==> config.mk <==
export PLATFORM = sky130hd
export DESIGN_NAME = shell_command_lexer_top
export DESIGN_NICKNAME = d
export VERILOG_FILES = /design/src/rtl/scl_pkg.sv /design/src/rtl/scl_lexer.sv /design/src/rtl/scl_resq.sv /design/src/rtl/shell_command_lexer_top.sv
export SDC_FILE = /design/constraint.sdc
export NUM_CORES = 1
export LEC_CHECK = 0
export ABC_AREA = 0
export BUFFER_PORTS_ARGS = -buffer_cell sky130_fd_sc_hd__buf_2
export CAP_MARGIN = 20
export CORE_MARGIN = 5
export CORE_UTILIZATION = 36
export DETAILED_ROUTE_END_ITERATION = 16
export SYNTH_ARGS = -nofsm -noshare
export SYNTH_HDL_FRONTEND = slang
export SYNTH_SLANG_ARGS = --single-unit
==> constraint.sdc <==
create_clock -name clk_i -period 2.4 [get_ports clk_i]
set_clock_uncertainty 0.2 [all_clocks]
set_input_delay 0.48 -clock clk_i [delete_from_list [all_inputs] [get_ports clk_i]]
set_output_delay 0.48 -clock clk_i [all_outputs]
set_load 0.005 [all_outputs]
==> src/rtl/scl_pkg.sv <==
`timescale 1ns / 1ps
// ---------------------------------------------------------------------------
// scl_pkg
// Shared types and character codes for the shell command lexer.
// ---------------------------------------------------------------------------
package scl_pkg;

  localparam int unsigned MaxRes = 3;  // results one item can cause

  typedef enum logic [2:0] {
    KIND_CHAR            = 3'd0,
    KIND_TOKEN_END       = 3'd1,
    KIND_LINE_END        = 3'd2,
    KIND_INPUT_END       = 3'd3,
    KIND_INPUT_END_QUOTE = 3'd4
  } kind_e;

  typedef struct packed {
    kind_e      kind;
    logic [7:0] token_byte;
    logic       last;
  } result_t;

  typedef struct packed {
    logic       in_quote;
    logic       special_pending;
    logic [7:0] held_symbol;
    logic       word_open;
  } lex_state_t;

  localparam logic [7:0] ChSpace   = 8'h20;
  localparam logic [7:0] ChTab     = 8'h09;
  localparam logic [7:0] ChNewline = 8'h0a;
  localparam logic [7:0] ChVtab    = 8'h0b;
  localparam logic [7:0] ChFfeed   = 8'h0c;
  localparam logic [7:0] ChCr      = 8'h0d;
  localparam logic [7:0] ChQuote   = 8'h22;
  localparam logic [7:0] ChGt      = 8'h3e;
  localparam logic [7:0] ChPipe    = 8'h7c;
  localparam logic [7:0] ChAmp     = 8'h26;
  localparam logic [7:0] ChLt      = 8'h3c;
  localparam logic [7:0] ChSemi    = 8'h3b;

endpackage

==> src/rtl/scl_lexer.sv <==
`timescale 1ns / 1ps
// ---------------------------------------------------------------------------
// scl_lexer
// Lexer state register and the single-pass decode of one byte into up to
// three results.
// ---------------------------------------------------------------------------
module scl_lexer (
  input  logic                clk_i,
  input  logic                rst_ni,
  input  logic                accept_i,
  input  logic [7:0]          byte_i,
  input  logic                eoi_i,
  output scl_pkg::result_t    list_o [scl_pkg::MaxRes],
  output logic [1:0]          count_o,
  output scl_pkg::lex_state_t state_o
);

  scl_pkg::lex_state_t state_q, state_d;
  scl_pkg::result_t    list [scl_pkg::MaxRes];
  logic [1:0]          n;
  logic                is_blank, is_pair, is_single;

  assign is_blank = (byte_i == scl_pkg::ChSpace) || (byte_i == scl_pkg::ChTab) ||
                    (byte_i == scl_pkg::ChNewline) || (byte_i == scl_pkg::ChVtab) ||
                    (byte_i == scl_pkg::ChFfeed) || (byte_i == scl_pkg::ChCr);
  assign is_pair   = (byte_i == scl_pkg::ChGt) || (byte_i == scl_pkg::ChPipe) ||
                     (byte_i == scl_pkg::ChAmp);
  assign is_single = (byte_i == scl_pkg::ChLt) || (byte_i == scl_pkg::ChSemi);

  always_comb begin
    for (int i = 0; i < scl_pkg::MaxRes; i++) begin
      list[i] = '{kind: scl_pkg::KIND_CHAR, token_byte: 8'h00, last: 1'b0};
    end
    n       = 2'd0;
    state_d = state_q;
    if (eoi_i) begin
      if (state_q.word_open) begin
        list[n].kind = scl_pkg::KIND_TOKEN_END;
        n = n + 2'd1;
      end
      list[n].kind = state_q.in_quote ? scl_pkg::KIND_INPUT_END_QUOTE
                                      : scl_pkg::KIND_INPUT_END;
      n = n + 2'd1;
      state_d = '0;
    end else if (state_q.in_quote) begin
      if (byte_i == scl_pkg::ChQuote) begin
        state_d.in_quote = 1'b0;
      end else begin
        list[n] = '{kind: scl_pkg::KIND_CHAR, token_byte: byte_i, last: 1'b0};
        n = n + 2'd1;
        state_d.word_open = 1'b1;
      end
    end else if (is_blank) begin
      if (state_q.word_open) begin
        list[n].kind = scl_pkg::KIND_TOKEN_END;
        n = n + 2'd1;
      end
      if (byte_i == scl_pkg::ChNewline) begin
        list[n].kind = scl_pkg::KIND_LINE_END;
        n = n + 2'd1;
      end
      state_d.word_open       = 1'b0;
      state_d.special_pending = 1'b0;
      state_d.held_symbol     = 8'h00;
    end else if (byte_i == scl_pkg::ChQuote) begin
      if (state_q.special_pending) begin
        if (state_q.word_open) begin
          list[n].kind = scl_pkg::KIND_TOKEN_END;
          n = n + 2'd1;
        end
        state_d.word_open       = 1'b0;
        state_d.special_pending = 1'b0;
        state_d.held_symbol     = 8'h00;
      end
      state_d.in_quote = 1'b1;
    end else if (is_single) begin
      if (state_q.word_open) begin
        list[n].kind = scl_pkg::KIND_TOKEN_END;
        n = n + 2'd1;
      end
      list[n] = '{kind: scl_pkg::KIND_CHAR, token_byte: byte_i, last: 1'b0};
      n = n + 2'd1;
      list[n].kind = scl_pkg::KIND_TOKEN_END;
      n = n + 2'd1;
      state_d.word_open       = 1'b0;
      state_d.special_pending = 1'b0;
      state_d.held_symbol     = 8'h00;
    end else if (is_pair) begin
      if (state_q.special_pending && (state_q.held_symbol == byte_i)) begin
        // pair complete: second symbol, then close the token
        list[n] = '{kind: scl_pkg::KIND_CHAR, token_byte: byte_i, last: 1'b0};
        n = n + 2'd1;
        list[n].kind = scl_pkg::KIND_TOKEN_END;
        n = n + 2'd1;
        state_d.word_open       = 1'b0;
        state_d.special_pending = 1'b0;
        state_d.held_symbol     = 8'h00;
      end else begin
        if (state_q.word_open) begin
          list[n].kind = scl_pkg::KIND_TOKEN_END;
          n = n + 2'd1;
        end
        list[n] = '{kind: scl_pkg::KIND_CHAR, token_byte: byte_i, last: 1'b0};
        n = n + 2'd1;
        state_d.word_open       = 1'b1;
        state_d.special_pending = 1'b1;
        state_d.held_symbol     = byte_i;
      end
    end else begin
      if (state_q.special_pending) begin
        if (state_q.word_open) begin
          list[n].kind = scl_pkg::KIND_TOKEN_END;
          n = n + 2'd1;
        end
        state_d.special_pending = 1'b0;
        state_d.held_symbol     = 8'h00;
      end
      list[n] = '{kind: scl_pkg::KIND_CHAR, token_byte: byte_i, last: 1'b0};
      n = n + 2'd1;
      state_d.word_open = 1'b1;
    end
    if (n != 2'd0) begin
      list[n - 2'd1].last = 1'b1;
    end
  end

  always_ff @(posedge clk_i or negedge rst_ni) begin
    if (!rst_ni) begin
      state_q <= '0;
    end else if (accept_i) begin
      state_q <= state_d;
    end
  end

  assign list_o  = list;
  assign count_o = n;
  assign state_o = state_q;

endmodule

==> src/rtl/scl_resq.sv <==
`timescale 1ns / 1ps
// ---------------------------------------------------------------------------
// scl_resq
// Result list register drained one entry a cycle, unless stalled, into an output register.
// ---------------------------------------------------------------------------
module scl_resq (
  input  logic             clk_i,
  input  logic             rst_ni,
  input  logic             load_i,
  input  scl_pkg::result_t list_i [scl_pkg::MaxRes],
  input  logic [1:0]       count_i,
  output logic             ready_o,
  output logic             valid_o,
  output scl_pkg::result_t data_o,
  input  logic             ready_i
);

  scl_pkg::result_t list_q [scl_pkg::MaxRes];
  logic [1:0]       cnt_q;
  logic             out_valid_q;
  scl_pkg::result_t out_q;
  logic             move;

  // head entry moves on when the output register is free or being taken
  assign move    = (cnt_q != 2'd0) && (!out_valid_q || ready_i);
  assign ready_o = (cnt_q == 2'd0) || ((cnt_q == 2'd1) && move);

  always_ff @(posedge clk_i or negedge rst_ni) begin
    if (!rst_ni) begin
      cnt_q       <= 2'd0;
      out_valid_q <= 1'b0;
    end else begin
      if (load_i) begin
        cnt_q <= count_i;
      end else if (move) begin
        cnt_q <= cnt_q - 2'd1;
      end
      if (move) begin
        out_valid_q <= 1'b1;
      end else if (ready_i) begin
        out_valid_q <= 1'b0;
      end
    end
  end

  always_ff @(posedge clk_i) begin
    if (load_i) begin
      list_q <= list_i;
    end else if (move) begin
      for (int i = 0; i < scl_pkg::MaxRes - 1; i++) begin
        list_q[i] <= list_q[i + 1];
      end
    end
    if (move) begin
      out_q <= list_q[0];
    end
  end

  assign valid_o = out_valid_q;
  assign data_o  = out_q;

endmodule

==> src/rtl/shell_command_lexer_top.sv <==
`timescale 1ns / 1ps
// An accepted item's results go to the list register, then to the output register.
// Throughput: one item per cycle while each item causes at most one result and the
//   output is taken; an item causing more results (up to 3) holds off the next item.
// The output register drains the result list register one entry per cycle unless stalled.
// Reset (rst_ni low, asynchronous): lexer state cleared, no results pending.
// ---------------------------------------------------------------------------
// shell_command_lexer_top
// Streaming shell command-line tokenizer: bytes in, token characters and
// token, line and input end marks out.
// ---------------------------------------------------------------------------
module shell_command_lexer_top (
  input  logic       clk_i,
  input  logic       rst_ni,
  // input item
  input  logic       s_axis_tvalid_i,
  output logic       s_axis_tready_o,
  input  logic [7:0] s_axis_tdata_i,   // [7:0] byte_in
  input  logic       s_axis_tuser_i,   // [0] end_of_input
  // result item
  output logic       m_axis_tvalid_o,
  input  logic       m_axis_tready_i,
  output logic [7:0] m_axis_tdata_o,   // [7:0] token_byte
  output logic [2:0] m_axis_tuser_o,   // [2:0] kind
  output logic       m_axis_tlast_o    // last result of the item
);

  logic                s_acc;
  scl_pkg::result_t    list [scl_pkg::MaxRes];
  logic [1:0]          count;
  scl_pkg::lex_state_t lex_st;
  scl_pkg::result_t    out_res;

  // An item is taken whenever the list register is empty or is handing on
  // its final entry this cycle; the lexer state advances on the same edge.
  assign s_acc = s_axis_tvalid_i && s_axis_tready_o;

  scl_lexer u_lexer (
    .clk_i    (clk_i),
    .rst_ni   (rst_ni),
    .accept_i (s_acc),
    .byte_i   (s_axis_tdata_i),
    .eoi_i    (s_axis_tuser_i),
    .list_o   (list),
    .count_o  (count),
    .state_o  (lex_st)
  );

  // Items with no result (a quote, a bare blank) load an empty list.
  scl_resq u_resq (
    .clk_i   (clk_i),
    .rst_ni  (rst_ni),
    .load_i  (s_acc),
    .list_i  (list),
    .count_i (count),
    .ready_o (s_axis_tready_o),
    .valid_o (m_axis_tvalid_o),
    .data_o  (out_res),
    .ready_i (m_axis_tready_i)
  );

  assign m_axis_tdata_o = out_res.token_byte;
  assign m_axis_tuser_o = out_res.kind;
  assign m_axis_tlast_o = out_res.last;

  // End of input always yields at least the input-end mark.
  a_eoi_result : assert property (@(posedge clk_i) disable iff (!rst_ni)
    (s_acc && s_axis_tuser_i) |-> (count != 2'd0))
    else $error("end of input decoded to no result");

  // End of input returns the lexer to a fresh start.
  a_eoi_reset : assert property (@(posedge clk_i) disable iff (!rst_ni)
    (s_acc && s_axis_tuser_i) |=> (!lex_st.in_quote && !lex_st.word_open &&
                                   !lex_st.special_pending))
    else $error("lexer state not cleared after end of input");

  // A held symbol has always been emitted, so its word is open.
  a_held_open : assert property (@(posedge clk_i) disable iff (!rst_ni)
    lex_st.special_pending |-> lex_st.word_open)
    else $error("symbol held without an open word");

  // Character results carry a byte, marks carry zero.
  a_mark_zero : assert property (@(posedge clk_i) disable iff (!rst_ni)
    (m_axis_tvalid_o && (out_res.kind != scl_pkg::KIND_CHAR)) |->
      (m_axis_tdata_o == 8'h00))
    else $error("mark result with non-zero byte");

endmodule
# ---- Word-level counts from Yosys, hierarchy flattened
# Index checks and enable logic that the tools add are counted.
dict set report classes {
  addsub 8
  magnitude_cmp 14
  n_eq_ne 17
  n_mux 113
  n_bitwise 7
  n_reduce_logical 31
}
# operator n
set op_table {}
lappend op_table {{$bwmux 36} 7}
lappend op_table {{$mux 36} 6}
lappend op_table {{$demux 12 s2} 7}
lappend op_table {{$mux 12} 7}
lappend op_table {{$mux 24} 3}
lappend op_table {{$mux 3} 24}
lappend op_table {{$mux 2} 33}
lappend op_table {{$mux 10} 5}
lappend op_table {{$eq 8x6->1 const B} 6}
lappend op_table {{$eq 8x4->1 const B} 5}
lappend op_table {{$mux 33} 1}
lappend op_table {{$mux 9} 3}
lappend op_table {{$ge 3x3->1 const B} 7}
lappend op_table {{$lt 3x1->1 const B} 7}
lappend op_table {{$mux 21} 1}
lappend op_table {{$not 2->3} 7}
lappend op_table {{$mux 15} 1}
lappend op_table {{$mux 1} 13}
lappend op_table {{$add 2x1->2 const B} 6}
lappend op_table {{$logic_and 1x1->1} 11}
lappend op_table {{$mux 11} 1}
lappend op_table {{$logic_or 1x1->1} 10}
lappend op_table {{$eq 8x7->1 const B} 1}
lappend op_table {{$eq 8x8->1} 1}
lappend op_table {{13 further kinds} 17}
dict set report word_totals {
  reg_bits 62
  out_inout_bits 14
  elab_cells 208
}

# ---- Longest topological paths before layout
# Gate-level depths: netlist of run 1.
dict set report logic_depth {
  ltp_word 26
  ltp_mapped 9
  ltp_nobuf 8
}

# ---- Hierarchy
# A second synthesis of run 1 with hierarchy kept.
dict set report hier_totals {
  cells_unflattened 267
  hier_area_um2 3348.2
}
# module n_inst cells_per_inst area_per_inst_um2 seq_area_each_um2
set modules_own_cells {}
lappend modules_own_cells {scl_resq 1 95 1953.1 1516.5}
lappend modules_own_cells {scl_lexer 1 171 1388.8 275.3}
lappend modules_own_cells {shell_command_lexer_top 1 1 6.3 0.0}

# ---- Worst setup path before layout of run 1
# Ideal clock, no wire load.
dict set report synth_path {
  path_type {input to register}
  start {input port s_axis_tdata_i[4]}
  end {register u_resq.list_q[24] (netlist bit) (data pin)}
  t_arrival_ns 2.161
  required_ns 1.931
  slack_ns -0.229
  cell_stages 9
  path_buffers 1
  path_cell_list {buf_2 -> nor3_2 -> nand3_1 -> or2_2 -> ha_1 -> inv_1 -> a31o_2 -> o221ai_1 -> o31ai_1}
}
dict set report synth_via {
  elab_chain_len 18
}
# element line
set synth_lines {}
lappend synth_lines {{start: declaration} shell_command_lexer_top.sv:18} ;# input logic [7:0] s_axis_tdata_i,
lappend synth_lines {{$eq 8x8->1 (tied with other cells)} scl_lexer.sv:89} ;# if (state_q.special_pending && (state_q.held_symbol == byte_i)) begin
lappend synth_lines {{$logic_and 1x1->1 (tied with other cells)} scl_lexer.sv:89}
lappend synth_lines {{$mux 2 (tied with other cells)} scl_lexer.sv:89}
lappend synth_lines {{$mux 2 / $logic_or 1x1->1 (equally long branches)} {scl_lexer.sv:88, scl_lexer.sv:24}}
lappend synth_lines {{$mux 2 / $logic_or 1x1->1 (equally long branches)} {scl_lexer.sv:76, scl_lexer.sv:24}}
lappend synth_lines {{$mux 2 / $logic_or 1x1->1 (equally long branches)} {scl_lexer.sv:65, scl_lexer.sv:25}}
lappend synth_lines {{$mux 2} scl_lexer.sv:53} ;# end else if (is_blank) begin
lappend synth_lines {{$mux 2} scl_lexer.sv:45} ;# end else if (state_q.in_quote) begin
lappend synth_lines {{(+2 left out)} n/a}
lappend synth_lines {{$not 2->3 (not written as such)} scl_lexer.sv:123} ;# list[n - 2'd1].last = 1'b1;
lappend synth_lines {{$ge 3x3->1 (not written as such) / $lt 3x1->1 (equally long branches)} scl_lexer.sv:123}
lappend synth_lines {{$logic_and 1x1->1 (not written as such)} scl_lexer.sv:123}
lappend synth_lines {{$mux 1 (not written as such)} scl_lexer.sv:123}
lappend synth_lines {{$demux 12 s2} scl_lexer.sv:123}
lappend synth_lines {{$bwmux 36} scl_lexer.sv:123}
lappend synth_lines {{$mux 36 *} scl_lexer.sv:122} ;# if (n != 2'd0) begin
lappend synth_lines {{$mux 24 *} scl_resq.sv:47} ;# if (load_i) begin
lappend synth_lines {{end signal: assignment} scl_resq.sv:48} ;# list_q <= list_i;
lappend synth_lines {{end signal: indexed assignment} scl_resq.sv:51} ;# list_q[i] <= list_q[i + 1];
lappend synth_lines {{end: declaration} scl_resq.sv:18} ;# scl_pkg::result_t list_q [scl_pkg::MaxRes];
# Every way passes the cells marked *; elsewhere a longest branch is shown, timed or not.
# A chain may end at the register's enable or synchronous reset.

# ---- Final worst setup path of run 1
dict set report layout_path {
  start {input port s_axis_tdata_i[0]}
  end {register u_resq.list_q[24] (netlist bit) (data pin)}
}
# Same word-level chain as after synthesis.

==> flow_metrics.tcl, run 1 <==
set metrics [dict create \
    period_share_pct 96.0 \
    reg2reg_from "u_lexer.state_o[3]" \
    status "complete, no violations" \
    synth-edff-count 38 \
    rsz0062_at_grt "no" \
    async_flop_share_pct 26.9 \
    post-route-util_pct 46.2 \
    synth_largest_area_cell "edfxtp_1" \
    cts_buffers 5 \
    power.density_nw_per_um2 957 \
    port_buffers 26 \
    gr-usage-all-layers_pct 12.8 \
    path_class "primary input to flop" \
    drv_slew 0 \
    clkPwrFrac_pct 18.6 \
    maxCapViolCount 0 \
    ys_seq_elements 52 \
    antenna_cells 0 \
    ant_nets 0 \
    grt_pass1_wl_mm 9.21 \
    grt-ovfl-total 0 \
    cp-end-kind "flop" \
    ys_seq_area_share_pct 56.2 \
    final_cell_mix "edfxtp_1, buf_4, buf_2" \
    worstSetupStartpoint "s_axis_tdata_i[0]" \
    hold_start "u_resq.list_q[34]" \
    min_path_type "flop to flop" \
    synth.top_cells.by_area "edfxtp_1, dfrtp_1, nand2_1" \
    critical_path_required_ps 2250 \
    synth_cell_types 57 \
    start_util_pct 36.8 \
    die_w_um 95.9 \
    cp-start-kind "primary input" \
    grt_pass1_vias 1909 \
    syn-num-nets 240 \
    p_int_mw 2.20 \
    via_count 1917 \
    cts_tree "built" \
    slew_headroom_pct 57.9 \
    drtIter0Drc 81 \
    synth.cell_area_um2 2650 \
    final.min_clock_period_ps 2300 \
    mostFrequentLayoutCell "edfxtp_1" \
    wirelength_mm 5.46 \
    core_um2 7210 \
    grt_max_degree 25 \
    dieArea_um2 9190 \
    die_y_um 95.9 \
    path_max_fanout 6 \
    cts.path.max_buffers 2 \
    arrival_ps 2150 \
    peakVddDrop_uv 239 \
    synth_warnings 0 \
    clock_latency_ps 300 \
    finalSetupViolCount 0 \
    p_sw_uw 983 \
    grt_antenna_before_repair 0 \
    reg2reg_slack_ps 110 \
    r2r_cells 6 \
    clock.fmax_ghz 0.434 \
    dp_hpwl_mm 4.12 \
    h-tree-depth 2 \
    synthCells 222 \
    ios 27 \
    power_mw 3.19 \
    cts.sinks 52 \
    post-route-cell-area_um2 3330 \
    r2r_end "u_resq.list_q[24]" \
    seqPwrFrac_pct 48.8 \
    path_clk_slew_ps 90 \
    place_congestion 0.885 \
    power.share.switching_pct 30.8 \
    drive_gt1_share_pct 32.2 \
    synth_top_area_share_pct 43.0 \
    power.share.combinational_pct 32.5 \
    vias_per_cell 5.02 \
    cp-endpoint "u_resq.list_q[24]" \
    cts_root_buffer "clkbuf_8" \
    worst_slew_pin_slew_ps 631 \
    ys.flop_type "edfxtp_1" \
    drt_pre_antenna_iters 4 \
    hold_viol_final 0 \
    routedWlPerCell_um 14.3 \
    final_nets 300 \
    avgSynthCellArea_um2 12.0 \
    drc 0 \
    p_leak_nw 1.36 \
    place_area_um2 3180 \
    row_count 31 \
    area_delta_synth_final_pct 25.5 \
]
sequential cells by signal, indices dropped and copies added (netlist names):
name	cells
u_resq.cnt_q	2
u_resq.valid_o	1
u_lexer.state_o	11
u_resq.data_o	12
u_resq.list_q	26
kinds of logic (layout without fill, tap and decap cells):
group                      Yosys count  after routing  synth area share [%]
DFF                                 52             52                  56.2
adders and majority gates            5              5                  2.36
muxes                                2              2                 0.801
xor gates and xnor gates            10             10                  3.30
and+or+nand+nor                     75             75                  17.3
buffers and inverters               24             85                  3.63
AOI/OAI and AO/OA                   54             54                  16.5
power groups by stage:
stage	clock network (mW)	logic, mW	registers [mW]
detailed placement	0	1.01	1.58
finish	0.594	1.04	1.56
global route	0.657	1.16	1.60
CTS	0.618	1.02	1.56
floorplan	0	0.624	1.57
global placement	0	1.01	1.57
repair_timing:
| action | CTS | global route |
|---|---|---|
| endpoints found under the setup margin | 0 | 5 |
| hold buffers | 1 | 0 |
| endpoints found under the hold margin | 14 | 0 |
| resized for setup | 0 | 3 |
| buffers inserted | 0 | 2 |
cells in the mapped netlist (2+ instances only):
library cell / instances
xnor2_1: 4
buf_2: 5
and4bb_2: 2
o221a_2: 2
nand2_1: 17
ha_1: 5
clkbuf_1: 7
nor2_1: 6
nor2b_1: 4
a32o_1: 3
a22o_1: 7
nand3b_1: 4
nor3b_1: 4
o31ai_1: 5
o2111ai_1: 2
a211oi_1: 4
nand2b_1: 6
inv_1: 11
xor2_1: 6
dfrtp_1: 14
a31oi_1: 3
o221ai_1: 2
nor3_1: 5
nor4_1: 3
nand4_1: 3
a21oi_1: 5
a21o_1: 3
and2_1: 8
o21ai_0: 5
nand3_1: 3
edfxtp_1: 38
how the worst min path moves through the flow:
stage	to	slack (ps)	cells after the start
6_report	u_resq.data_o[10]	220	0
5_1_grt	u_resq.data_o[11]	250	0
4_1_cts	u_resq.data_o[10]	230	0
3_3_place_gp	u_resq.valid_o	190	1
3_5_place_dp	u_resq.valid_o	200	1
2_1_floorplan	u_lexer.state_o[0]	-20	0
final cells by class:
| cell class | count | area (µm²) |
|---|---|---|
| clock inverters | 3 | 42.5 |
| clock buffers | 5 | 68.8 |
| inverters | 12 | 48.8 |
| fillers | 691 | 3880 |
| flip-flops and latches | 52 | 1490 |
| repair buffers | 65 | 438 |
| multi-input cells | 146 | 1120 |
| well taps | 99 | 124 |
layer usage:
metal | vias to the layer above | wire length (µm) | global-route usage [%]
met4 | 0 | 45 | 4.62
met5 | - | 0 | 0
met1 | 909 | 2650 | 17.1
met2 | 35 | 2590 | 20.7
li1 | 967 | - | -
met3 | 6 | 177 | 2.42
stage by stage:
step	std cells	setup TNS [ps]	hold slack [ps]	worst slack (ps)
global placement	371	-3610	193	-219
finish	382	0	224	97.0
global route	382	0	245	24.4
floorplan	222	-44.3	-15.6	-44.3
CTS	380	0	227	61.3
detailed placement	371	-3910	201	-257
worst max-delay path, stage by stage:
cell      delay (ps)
buf_2            130
buf_4            150
xor2_1           150
nor3_1           280
nand4_1          200
a32o_1           370
o221ai_2         270
o31ai_1          120
No activity file was read; power rests on OpenSTA's default activity.
==> run 2: changes to the inputs <==
--- a/config.mk
+++ b/config.mk
@@ -7,10 +7,11 @@
 export LEC_CHECK = 0
 export ABC_AREA = 0
 export BUFFER_PORTS_ARGS = -buffer_cell sky130_fd_sc_hd__buf_2
-export CAP_MARGIN = 20
+export CAP_MARGIN = 30
 export CORE_MARGIN = 5
 export CORE_UTILIZATION = 36
 export DETAILED_ROUTE_END_ITERATION = 16
+export REMOVE_ABC_BUFFERS = 1
 export SYNTH_ARGS = -nofsm -noshare
 export SYNTH_HDL_FRONTEND = slang
 export SYNTH_SLANG_ARGS = --single-unit
==> run 2 against run 1 <==
Against the previous run: fmax is 0.78% lower; utilization up 0.80 points; global-route usage increased by 0.83 points; routed wire length grew 2.5%; combinational power barely moved; flip-flop and latch count unchanged; critical endpoint is now u_resq.cnt_q[1]; count of clock-buffer cells in the layout unchanged.
==> flow_metrics.tcl, run 2 (synthesis results as in run 1) <==
set metrics [dict create \
    die_w_um 95.9 \
    min_path_type "flop to flop" \
    cts.path.max_buffers 2 \
    power_mw 3.13 \
    arrival_ps 2370 \
    worst_slew_pin_slew_ps 433 \
    path_clk_slew_ps 100 \
    h-tree-depth 2 \
    gr-usage-all-layers_pct 13.7 \
    path_class "primary input to flop" \
    power.share.switching_pct 32.3 \
    via_count 1943 \
    path_max_fanout 4 \
    port_buffers 26 \
    clkPwrFrac_pct 17.4 \
    cts_root_buffer "clkbuf_8" \
    cts.sinks 52 \
    routedWlPerCell_um 14.1 \
    post-route-cell-area_um2 3390 \
    grt_pass1_wl_mm 9.61 \
    drtIter0Drc 117 \
    slew_headroom_pct 71.1 \
    seqPwrFrac_pct 49.5 \
    cp-start-kind "primary input" \
    p_int_mw 2.12 \
    grt_antenna_before_repair 0 \
    p_sw_mw 1.01 \
    p_leak_nw 1.42 \
    place_congestion 0.856 \
    largest_reg_flops 26 \
    cts_setup_buffers 0 \
    final.fill_count 690 \
    cp-end-kind "flop" \
    clock.fmax_ghz 0.431 \
    peakVddDrop_uv 329 \
    wirelength_mm 5.59 \
    die_y_um 95.9 \
    grt-ovfl-total 0 \
    drive_gt1_share_pct 34.7 \
    r2r_cells 7 \
    dieArea_um2 9190 \
    grt_pass1_vias 1955 \
    power.share.combinational_pct 33.1 \
    cts_buffers 5 \
    maxCapViolCount 0 \
    drt_pre_antenna_iters 4 \
    final_nets 314 \
    vias_per_cell 4.91 \
    start_util_pct 36.8 \
    period_share_pct 96.7 \
    mostFrequentLayoutCell "buf_4" \
    antenna_cells 0 \
    drc 0 \
    hold_depth 0 \
    final.min_clock_period_ps 2320 \
    top_register "u_resq.list_q" \
    ant_nets 0 \
    core_um2 7210 \
    cts_tree "built" \
    power.density_nw_per_um2 924 \
    finalSetupViolCount 0 \
    clock_latency_ps 320 \
    final_cell_mix "buf_4, edfxtp_1, buf_2" \
    status "complete, no violations" \
    critical_path_required_ps 2440 \
    ios 27 \
    drv_slew 0 \
    place_area_um2 3260 \
    row_count 31 \
    area_delta_synth_final_pct 27.7 \
    dp_hpwl_mm 4.14 \
    hold_viol_final 0 \
    grt_max_degree 25 \
]
## run 2: final timing paths
| check | startpoint | to | slack [ps] |
|---|---|---|---|
| max in group asynchronous | rst_ni | u_lexer.state_o[8] | 1370 |
| setup / recovery | s_axis_tdata_i[4] | u_resq.cnt_q[1] | 80 |
| setup reg to reg | u_lexer.state_o[3] | u_resq.cnt_q[1] | 80 |
| hold / removal | u_resq.list_q[28] | u_resq.data_o[4] | 230 |
| hold reg to reg | u_resq.list_q[28] | u_resq.data_o[4] | 230 |
| min in group asynchronous | rst_ni | u_resq.cnt_q[0] | 380 |
## run 2: per-stage QoR
step | worst slack (ps) | hold slack, ps | setup TNS, ps | util, % | cells
finish | 78.9 | 228 | 0 | 47.0 | 396
global route | -51.0 | 243 | -130 | 47.0 | 396
CTS | 101 | 230 | 0 | 46.7 | 396
detailed placement | -225 | 204 | -4480 | 45.2 | 387
global placement | -200 | 200 | -3790 | 45.2 | 387
floorplan | -218 | -15.6 | -5540 | - | 210
## run 2: power by group through the flow
stage	clock network, mW	logic (mW)	registers (mW)
after floorplan	0	0.559	1.59
after global routing	0.600	1.16	1.60
after global placement	0	1.03	1.56
after CTS	0.552	1.05	1.56
after detailed placement	0	1.04	1.58
final	0.544	1.04	1.55
## run 2: repair_timing
action                                  CTS  global route
hold buffers                              1             0
endpoints found under the setup margin    0             6
hold endpoints to repair                 14             0
gates resized for setup                   0             4
## run 2: cell type report
class | instances | area [µm²] | area share, %
inverter | 12 | 45.0 | 1.33
multi-input combinational | 146 | 1090 | 32.1
clock buffer | 5 | 68.8 | 2.03
sequential | 52 | 1490 | 44.0
tap | 99 | 124 | 3.66
clock inverter | 3 | 27.5 | 0.812
timing repair buffer | 79 | 543 | 16.0
## run 2: routing by layer
metal | track usage, % | part of all wire (%) | vias to the layer above
li1 | - | - | 987
met1 | 18.7 | 48 | 922
met2 | 21.5 | 47 | 28
met3 | 2.81 | 3.4 | 6
met4 | 4.62 | 1.6 | 0
met5 | 0 | 0 | -
## run 2: worst max-delay path, stage by stage
cell,delay (ps)
buf_2,130
buf_4,150
xor2_1,180
nor4bb_2,300
nand4_1,180
a32o_1,340
buf_4,150
o221a_2,290
a21oi_1,160
